==> src/hw/rtl/encoder_speed_estimator_top_defines.svh <==
// Assertion helpers for the encoder speed estimator.
// Each check samples on clk and is off while arst_n is low.
`ifndef ENCODER_SPEED_ESTIMATOR_TOP_DEFINES_SVH
`define ENCODER_SPEED_ESTIMATOR_TOP_DEFINES_SVH
`ifndef SYNTHESIS
`define ESP_NEVER(label, cond) \
	label: assert property (@(posedge clk) disable iff (!arst_n) !(cond)) \
		else $error("esp check failed");
`define ESP_IMPLY(label, pre, post) \
	label: assert property (@(posedge clk) disable iff (!arst_n) (pre) |-> (post)) \
		else $error("esp check failed");
`else
`define ESP_NEVER(label, cond)
`define ESP_IMPLY(label, pre, post)
`endif
`endif

==> src/hw/rtl/esp_pkg.sv <==
package esp_pkg;

	localparam int BATCH_SIZE_DEF   = 10;
	localparam int COUNTER_BITS_DEF = 16;

	// shared divider: dividend and divisor widths
	localparam int DIV_NW = 64;
	localparam int DIV_DW = 26;

	localparam int CFG_IW = 3;
	localparam int CFG_DW = 17;
	localparam int TDATA_IN_W  = 24;
	localparam int TDATA_OUT_W = 256;

	typedef enum logic [CFG_IW-1:0] {
		CFG_PERIOD = 3'd0,
		CFG_CPR    = 3'd1,
		CFG_RATIO  = 3'd2,
		CFG_GLITCH = 3'd3,
		CFG_COEFF  = 3'd4
	} cfg_idx_t;

	localparam logic [7:0]  PERIOD_RST = 8'd50;
	localparam logic [15:0] CPR_RST    = 16'd2000;
	localparam logic [9:0]  RATIO_RST  = 10'd30;
	localparam logic [15:0] GLITCH_RST = 16'd60000;
	localparam logic [16:0] COEFF_RST  = 17'd58982;
	localparam logic [16:0] Q_ONE      = 17'd65536;

	localparam logic CMD_OVF  = 1'b0;
	localparam logic CMD_TICK = 1'b1;

	localparam logic signed [31:0] S32_MAX = 32'sh7FFF_FFFF;
	localparam logic signed [31:0] S32_MIN = 32'sh8000_0000;

	typedef enum logic [3:0] {
		OP_NONE,
		OP_ACCEPT,
		OP_DELTA,
		OP_SMUL,
		OP_SPEED,
		OP_AVG,
		OP_F1,
		OP_F2,
		OP_F3,
		OP_DMUL,
		OP_LOAD
	} op_t;

	typedef enum logic [2:0] {
		DS_K,
		DS_SPD,
		DS_AVG,
		DS_SS,
		DS_SP,
		DS_RT,
		DS_ST
	} dsel_t;

	typedef struct packed {
		op_t   op;
		logic  div_start;
		dsel_t div_sel;
	} esp_cmd_t;

	typedef struct packed {
		logic tick_hit;
		logic batch_full;
		logic div_busy;
		logic div_done;
	} esp_sts_t;

endpackage

==> src/hw/rtl/esp_ctrl.sv <==
module esp_ctrl (
	input  logic              clk,
	input  logic              arst_n,
	input  logic              in_valid,
	input  logic              in_cmd,
	output logic              in_ready,
	output logic              out_valid,
	input  logic              out_ready,
	input  esp_pkg::esp_sts_t sts,
	output esp_pkg::esp_cmd_t cmd
);
	import esp_pkg::*;

	typedef enum logic [4:0] {
		S_IDLE, S_DELTA, S_KDIV, S_KWAIT, S_SMUL, S_SDIV, S_SWAIT, S_SPEED,
		S_AVG, S_ADIV, S_AWAIT, S_F1, S_F2, S_F3, S_DMUL,
		S_SSDIV, S_SSWAIT, S_SPDIV, S_SPWAIT, S_RTDIV, S_RTWAIT,
		S_STDIV, S_STWAIT, S_OUT
	} state_t;

	state_t state_q;
	logic   out_valid_q;
	logic   load_ok;

	assign load_ok   = !out_valid_q || out_ready;
	assign in_ready  = state_q == S_IDLE;
	assign out_valid = out_valid_q;

	always_comb begin
		cmd.op        = OP_NONE;
		cmd.div_start = 1'b0;
		cmd.div_sel   = DS_K;
		case (state_q)
			S_IDLE:   cmd.op = OP_ACCEPT;
			S_DELTA:  cmd.op = OP_DELTA;
			S_KDIV:   cmd.div_start = 1'b1;
			S_KWAIT:  cmd.div_sel = DS_K;
			S_SMUL:   cmd.op = OP_SMUL;
			S_SDIV: begin
				cmd.div_start = 1'b1;
				cmd.div_sel   = DS_SPD;
			end
			S_SWAIT:  cmd.div_sel = DS_SPD;
			S_SPEED:  cmd.op = OP_SPEED;
			S_AVG:    cmd.op = OP_AVG;
			S_ADIV: begin
				cmd.div_start = 1'b1;
				cmd.div_sel   = DS_AVG;
			end
			S_AWAIT:  cmd.div_sel = DS_AVG;
			S_F1:     cmd.op = OP_F1;
			S_F2:     cmd.op = OP_F2;
			S_F3:     cmd.op = OP_F3;
			S_DMUL:   cmd.op = OP_DMUL;
			S_SSDIV: begin
				cmd.div_start = 1'b1;
				cmd.div_sel   = DS_SS;
			end
			S_SSWAIT: cmd.div_sel = DS_SS;
			S_SPDIV: begin
				cmd.div_start = 1'b1;
				cmd.div_sel   = DS_SP;
			end
			S_SPWAIT: cmd.div_sel = DS_SP;
			S_RTDIV: begin
				cmd.div_start = 1'b1;
				cmd.div_sel   = DS_RT;
			end
			S_RTWAIT: cmd.div_sel = DS_RT;
			S_STDIV: begin
				cmd.div_start = 1'b1;
				cmd.div_sel   = DS_ST;
			end
			S_STWAIT: cmd.div_sel = DS_ST;
			S_OUT: begin
				cmd.div_sel = DS_ST;
				if (load_ok)
					cmd.op = OP_LOAD;
			end
			default: cmd.op = OP_NONE;
		endcase
	end

	always_ff @(posedge clk or negedge arst_n) begin
		if (!arst_n) begin
			state_q     <= S_IDLE;
			out_valid_q <= 1'b0;
		end else begin
			if (state_q == S_OUT && load_ok)
				out_valid_q <= 1'b1;
			else if (out_ready)
				out_valid_q <= 1'b0;
			case (state_q)
				S_IDLE: begin
					if (in_valid && in_cmd == CMD_TICK && sts.tick_hit)
						state_q <= S_DELTA;
				end
				S_DELTA:  state_q <= S_KDIV;
				S_KDIV:   state_q <= S_KWAIT;
				S_KWAIT:  if (sts.div_done) state_q <= S_SMUL;
				S_SMUL:   state_q <= S_SDIV;
				S_SDIV:   state_q <= S_SWAIT;
				S_SWAIT:  if (sts.div_done) state_q <= S_SPEED;
				S_SPEED:  state_q <= sts.batch_full ? S_AVG : S_IDLE;
				S_AVG:    state_q <= S_ADIV;
				S_ADIV:   state_q <= S_AWAIT;
				S_AWAIT:  if (sts.div_done) state_q <= S_F1;
				S_F1:     state_q <= S_F2;
				S_F2:     state_q <= S_F3;
				S_F3:     state_q <= S_DMUL;
				S_DMUL:   state_q <= S_SSDIV;
				S_SSDIV:  state_q <= S_SSWAIT;
				S_SSWAIT: if (sts.div_done) state_q <= S_SPDIV;
				S_SPDIV:  state_q <= S_SPWAIT;
				S_SPWAIT: if (sts.div_done) state_q <= S_RTDIV;
				S_RTDIV:  state_q <= S_RTWAIT;
				S_RTWAIT: if (sts.div_done) state_q <= S_STDIV;
				S_STDIV:  state_q <= S_STWAIT;
				S_STWAIT: if (sts.div_done) state_q <= S_OUT;
				S_OUT:    if (load_ok) state_q <= S_IDLE;
				default:  state_q <= S_IDLE;
			endcase
		end
	end

endmodule

==> config.mk <==
export PLATFORM = sky130hd
export DESIGN_NAME = esp_ctrl
export DESIGN_NICKNAME = d
export VERILOG_FILES = /design/src/hw/rtl/encoder_speed_estimator_top_defines.svh /design/src/hw/rtl/esp_pkg.sv /design/src/hw/rtl/esp_ctrl.sv
export SDC_FILE = /design/constraint.sdc
export NUM_CORES = 1
export LEC_CHECK = 0
export BUFFER_PORTS_ARGS = -buffer_cell sky130_fd_sc_hd__buf_2
export CAP_MARGIN = 20
export CORE_MARGIN = 3
export CORE_UTILIZATION = 45
export DETAILED_ROUTE_END_ITERATION = 8
export PLACE_DENSITY = 0.78
export SYNTH_ARGS = -nofsm -noshare
export SYNTH_HDL_FRONTEND = slang
export SYNTH_SLANG_ARGS = --single-unit
==> constraint.sdc <==
create_clock -name clk -period 1.3 [get_ports clk]
set_input_delay 0.26 -clock clk [delete_from_list [all_inputs] [get_ports clk]]
set_output_delay 0.26 -clock clk [all_outputs]
set_load 0.05 [all_outputs]
==> flow_summary.yaml, run 1 <==
sta:
  worst-ep-kind: "primary output"
  grt-worst-endpoint: "cmd[5]"
floorplan:
  die_y_um: 44.2
  ios: 19
  die_x_um: 44.2
  row_count: 13
  start_util_pct: 49.2
placement:
  dpl_cell_area_um2: 873
  routabilityCongestion: 0.912
  place_inst: 120
  portBuffers: 17
  dp_hpwl_mm: 1.38
yosys:
  synth_largest_area_cell: "dfrtp_1"
  synth_seq_area_share_pct: 22.9
  synth_top_area_share_pct: 22.9
  synth_flop_cell: "dfrtp_1"
  ys_warn_count: 0
  synth.area.top_cells: "dfrtp_1, clkbuf_8, nor2_1"
  synth.distinct_cells: 33
  synth_common_cells: "nor2_1, dfrtp_1, clkbuf_8, a21oi_1, o21ai_0"
  syn_area_per_cell_um2: 8.64
  async_flop_share_pct: 100
  syn_nets: 85
  syn_inst: 76
  synth_area_um2: 657
  post-synth-top-count-cell: "nor2_1"
  synth_seq_cells: 6
  synth_edf_count: 0
grt:
  grt_max_degree: 10
  antenna_found_initial: 0
status:
  lastStage: "global routing (5_1_grt)"
  status: "aborted with a tool error"
  firstError: "[ERROR DPL-0033] detailed placement checks failed during check placement."
cts:
  root_buffer: "clkbuf_4"
  cts.path.max_buffers: 2
  cts_buffers: 3
  htree_levels: 1
  clock-sinks: 6
metrics by stage:
step,setup slack (ns),util [%],TNS (ns)
3_5_place_dp,-0.312,65.5,-2.74
2_1_floorplan,-0.432,-,-2.19
4_1_cts,-0.467,90.8,-4.13
3_3_place_gp,-0.285,65.5,-2.45
timing repair:
action                                 in CTS
buffers inserted                            9
setup endpoints to repair                  14
endpoints found under the hold margin       6
hold buffers                                1
pin swaps                                  10
gates resized for setup                    58
gates cloned                                1
kinds of logic after synthesis:
group	count (synthesis)	synth area share [%]
AND/OR/NAND/NOR	31	27.4
AO/OA/AOI/OAI	26	29.0
buffers and inverters	9	15.4
flip-flops	6	22.9
XOR/XNOR	4	5.33
==> inputs of run 2 (changes only) <==
- CORE_AREA: not set -> 3 3 64 66
- CORE_MARGIN: 3 -> not set
- CORE_UTILIZATION: 45 -> not set
- DIE_AREA: not set -> 0 0 67 69
- PLACE_DENSITY: 0.78 -> not set
- PLACE_DENSITY_LB_ADDON: not set -> 0.15
- clock period: 1.3 -> 1.7 ns (I/O delays scaled with it)
==> run 2 against run 1 <==
Compared with the run above:
- the flow now finishes, with violations (negative setup slack)
- area after synthesis stayed put
- synthesized cell count is the same
==> flow_summary.yaml, run 2 <==
yosys:
  synth.area.top_cells: "dfrtp_1, clkbuf_8, nor2_1"
  synth_edf_count: 0
  synth_flop_cell: "dfrtp_1"
  synth_largest_area_cell: "dfrtp_1"
  post-synth-top-count-cell: "nor2_1"
  synth_seq_area_share_pct: 22.9
  synth_common_cells: "nor2_1, dfrtp_1, clkbuf_8, a21oi_1, o21ai_0"
  synth.distinct_cells: 33
  synth_top_area_share_pct: 22.9
  synth_area_um2: 657
  async_flop_share_pct: 100
  ys_warn_count: 0
  synth_seq_cells: 6
  syn_nets: 85
  syn_area_per_cell_um2: 8.64
  syn_inst: 76
route:
  drtPass1Iterations: 3
  drt_iter0_drc: 52
  drc_errors: 0
  wl_per_cell_um: 12.2
  wirelength_mm: 2.00
  vias: 720
  ant_nets: 0
  viasPerCell: 4.39
floorplan:
  die-area_um2: 4620
  start_util_pct: 18.1
  ios: 19
  die_x_um: 67
  fp.coreArea_um2: 3630
  die_y_um: 69
  row_count: 22
layout:
  area_growth_pct: 85.1
  mostFrequentLayoutCells: "buf_4, buf_6, buf_2"
  layout_commonest_cell: "buf_4"
  diodes: 0
  finalNetCount: 126
  top_register: "state_q"
  drive_gt1_share_pct: 74.1
  largest_reg_flops: 5
status:
  violations: "negative setup slack"
  status: "finished, violations left"
worst_setup_path:
  cp_cell_sequence: "or2_4 > buf_6 > nor2_4 > o31a_4 > buf_8"
  cp.arrival_ns: 1.50
  critical_path_class: "reg2out"
  ff2ff_path_depth: 6
  worstSetupEndpointType: "output pin"
  rr_startpoint: "state_q[1]"
  crit_buf_inv: 2
  reg2reg_to: "state_q[0]"
  critical_path.startpoint: "state_q[1]"
  slowest_delay_ns: 0.44
  cp_data_required_time_ns: 1.36
  path_max_fanout: 6
  worst_path_dominant_cell_family: "flip-flops"
  critPathLaunchType: "flop"
  cp.depth: 5
  cpMaxStageDelayCell: "dfrtp_2"
  ff2ff_setup_slack_ns: 0.14
cts:
  cts_tree: "built"
  clock-sinks: 6
  root_buffer: "clkbuf_8"
  cts.path.max_buffers: 2
  htree_levels: 1
  clock_latency_ns: 0.22
  path_clk_slew_ns: 0.04
  cts_buffers: 3
sta:
  final-max-slew-violation-count: 0
  finalHoldViolCount: 0
  skew_ns: 0.00443
  min_period_ns: 1.84
  layout_worst_path_cycle_share_pct: 108
  setup_viol: 8
  worst_slew_pin_slew_ns: 0.250
  fin_ws_ns: -0.138
  setup_tns_ns: -0.676
  relSlewSlack_pct: 83.3
  rsz0062_at_grt: "true"
  max_freq_mhz: 544
placement:
  routabilityCongestion: 0.730
  portBuffers: 17
  dp_hpwl_mm: 1.54
grt:
  grt_pass1_vias: 728
  track_usage_pct: 9.11
  grt_pass1_wl_mm: 3.39
  grt_max_degree: 11
  overflow: 0
  antenna_found_initial: 0
min_path:
  hold_class: "in2async"
run:
  drv_cap: 0
==> run 2: cell counts after synthesis <==
No cell type changed its count.
==> run 2: worst max-delay path by stage <==
stage              to  slack (ns)
6_report       cmd[1]       -0.14
5_1_grt        cmd[1]       -0.21
2_1_floorplan  cmd[4]       -0.14
3_3_place_gp   cmd[5]       -0.13
3_5_place_dp   cmd[5]       -0.08
4_1_cts        cmd[1]       -0.13
==> run 2: final cells by class <==
class	count	area, µm²
Sequential cell	6	158
Multi-Input combinational cell	61	561
Timing Repair Buffer	45	393
Clock buffer	4	45.0
Fill cell	392	2420
Tap cell	48	60.1
==> run 2: kinds of logic (layout without fill, tap and decap cells) <==
logic type	Yosys count	in the layout	share of synthesized area, %
XOR/XNOR	4	4	5.33
buffers and inverters	9	49	15.4
AND/OR/NAND/NOR	31	31	27.4
AO/OA/AOI/OAI	26	26	29.0
flip-flops	6	6	22.9
==> run 2: routing by layer <==
layer  wire length (µm)  track usage [%]  up-vias
met1                920             12.5      345
met5                  0                0        -
li1                   -                -      366
met2               1030             14.4        9
met3                 57            0.977        0
met4                  0             3.38        0
==> run 2: timing repair <==
action                                  CTS  global route
endpoints found under the hold margin     6             0
resized for setup                        43            15
pin swaps                                 8             6
endpoints found under the setup margin    9            10
setup buffers                             3             1
hold buffers                              1             0
==> run 2: per-stage QoR <==
step	hold slack, ns	instance area (µm²)	setup slack (ns)	std cells	util, %
2_1_floorplan	0.0444	688	-0.143	76	-
3_3_place_gp	0.167	912	-0.131	156	25.1
3_5_place_dp	0.166	912	-0.0832	156	25.1
4_1_cts	0.473	1150	-0.128	164	31.6
5_1_grt	0.479	1220	-0.205	164	33.5
6_report	0.468	1220	-0.138	164	33.5
Power of run 2 is left out: the tool's default activity adds up to more than one toggle a clock period on the data nets, which glitch-free logic cannot reach.
==> inputs of run 3 (changes only) <==
- ABC_AREA: not set -> 1
- CTS_CLUSTER_SIZE: not set -> 14
- HOLD_SLACK_MARGIN: not set -> 0.05
==> run 3 against run 2 <==
Compared with the run above:
- the run still ends with negative setup slack left
- count of clock-buffer cells in the layout down 1
- first-iteration DRC count down 17%
- worst hold slack worse by 0.072 ns
- critical path depth up 2
- critical endpoint is now cmd[3]
- die area unchanged
- core utilization up 9.3 points
- final cell count up 47%
- area after synthesis up 32%
- via count up 49%
- clock skew down 0.0042 ns
- register-to-register slack worse by 0.22 ns
==> flow_summary.yaml, run 3 <==
route:
  drt_iter0_drc: 43
  met2_length_mm: 1.50
  top_layer: "met4"
  drtPass1Iterations: 4
  viasPerCell: 4.44
  wl_met1_mm: 1.21
  wl_per_cell_um: 11.9
  ant_nets: 0
  drc_errors: 0
  vias: 1070
  wl_met3_um: 116
  wirelength_mm: 2.87
worst_setup_path:
  reg2reg_to: "state_q[4]"
  critical_path_class: "reg2out"
  cpMaxStageDelayCell: "dfrtp_2"
  critPathLaunchType: "flop"
  crit_top_cell: "buf_6"
  cp_data_required_time_ns: 1.36
  path_max_fanout: 6
  ff2ff_setup_slack_ns: -0.08
  ff2ff_path_depth: 14
  critical_path.startpoint: "state_q[2]"
  cp.arrival_ns: 1.49
  cp_cell_sequence: "buf_6 > nor2_4 > nand3_2 > nand2_2 > inv_2 > nand4_1 > buf_6"
  rr_startpoint: "state_q[0]"
  slowest_delay_ns: 0.47
  worstSetupEndpointType: "output pin"
placement:
  place_inst: 221
  dp_hpwl_mm: 2.13
  dpl_cell_area_um2: 1200
  routabilityCongestion: 0.874
  portBuffers: 17
yosys:
  synth.area.top_cells: "dfrtp_1, nand2_1, nand3_1"
  post-synth-top-count-cell: "nand2_1"
  synth_largest_area_cell: "dfrtp_1"
  synth_edf_count: 0
  synth_area_um2: 866
  syn_inst: 132
  synth.distinct_cells: 28
  async_flop_share_pct: 100
  synth_top_area_share_pct: 17.3
  synth_flop_cell: "dfrtp_1"
  ys_warn_count: 0
  syn_nets: 141
  synth_seq_cells: 6
  synth_seq_area_share_pct: 17.3
  syn_area_per_cell_um2: 6.56
  synth_common_cells: "nand2_1, nand3_1, nor2_1, inv_1, nand2_2"
min_path:
  worst_hold_path.num_cells: 3
  worstHoldEndpoint: "state_q[3]"
  hp-start: "sts[2]"
  hold_class: "in2reg"
cts:
  cts_tree: "built"
  clock_latency_ns: 0.22
  path_clk_slew_ns: 0.03
  cts.path.max_buffers: 2
  cts_buffers: 3
  root_buffer: "clkbuf_8"
  htree_levels: 1
  clock-sinks: 6
floorplan:
  die_y_um: 69
  die_x_um: 67
  fp.coreArea_um2: 3630
  die-area_um2: 4620
  ios: 19
  row_count: 22
  start_util_pct: 23.8
sta:
  layout_worst_path_cycle_share_pct: 108
  relSlewSlack_pct: 82.4
  max_freq_mhz: 546
  setup_viol: 8
  final-max-slew-violation-count: 0
  finalHoldViolCount: 0
  min_period_ns: 1.83
  worst_slew_pin_slew_ns: 0.264
  skew_ns: 0.000196
  rsz0062_at_grt: "true"
  fin_ws_ns: -0.132
layout:
  stdcell_area_um2: 1550
  drive_gt1_share_pct: 61.1
  final_cells: 241
  regArea_um2: 155
  diodes: 0
  largest_reg_flops: 5
  nFillCells: 389
  top_register: "state_q"
  layout_commonest_cell: "buf_4"
  final_core_util_pct: 42.8
  finalNetCount: 204
  multi_input_area_um2: 642
  area_growth_pct: 79.5
  mostFrequentLayoutCells: "buf_4, nand2_1, nand3_1"
grt:
  grt_max_degree: 9
  antenna_found_initial: 0
  track_usage_pct: 13.1
  grt_pass1_vias: 1086
  grt_pass1_wl_mm: 4.89
  overflow: 0
pwr:
  powerDensity_nw_per_um2: 2110
  power_mw: 3.28
  p_leak_nw: 0.817
  ir_drop_uv: 788
run:
  drv_cap: 0
status:
  status: "finished, violations left"
  violations: "negative setup slack"
[run 3: layout make-up]
type / count / area share (%)
multi-input combinational: 101 / 41.3
timing repair buffer: 63 / 35.6
sequential: 6 / 9.98
inverter: 19 / 6.36
tap: 48 / 3.86
clock buffer: 3 / 2.66
timing repair inverter: 1 / 0.242
[run 3: layer usage]
| metal | up-vias | global-route usage (%) |
|---|---|---|
| met1 | 499 | 16.3 |
| met3 | 4 | 3.26 |
| met4 | 0 | 2.03 |
| met2 | 24 | 22.7 |
| met5 | - | 0 |
| li1 | 543 | - |
[run 3: worst max path at each step]
| stage | endpoint | cells after the start |
|---|---|---|
| 6_report | cmd[3] | 7 |
| 5_1_grt | cmd[3] | 7 |
| 4_1_cts | cmd[3] | 7 |
| 3_3_place_gp | cmd[5] | 5 |
| 2_1_floorplan | cmd[0] | 6 |
| 3_5_place_dp | cmd[5] | 5 |
[run 3: report_power, final]
group / switching (mW) / internal, mW / leakage [nW]
Combinational: 1.52 / 1.20 / 0.722
Sequential: 0.140 / 0.208 / 0.0728
Clock: 0.0543 / 0.151 / 0.0216
[run 3: cell families after synthesis]
logic type / after synthesis / share of synthesized area (%)
AOI/OAI and AO/OA: 11 / 8.24
buffers and inverters: 25 / 18.8
DFF: 6 / 17.3
and+or+nand+nor: 90 / 55.6
[run 3: through the flow]
step	worst slack [ns]	hold WS [ns]	setup TNS, ns
floorplan	-0.190	0.0444	-0.251
global placement	-0.0554	0.167	-0.158
detailed placement	-0.0440	0.171	-0.110
CTS	-0.141	0.398	-0.653
global route	-0.216	0.422	-1.41
finish	-0.132	0.397	-0.744
[run 3: timing repair]
action	4_1_cts	5_1_grt
endpoints found under the setup margin	9	10
pin swaps	5	9
hold buffers	1	0
cloned	1	0
gates resized for setup	35	25
buffers inserted	10	6
hold endpoints to repair	6	0
[run 3: critical path, delay by kind of cell (launching register included)]
kind / cells / cell delay (ns)
DFF: 1 / 0.47
and+or+nand+nor: 4 / 0.44
buffers and inverters: 3 / 0.36
Note: power is estimated with default switching activity, not from simulation.
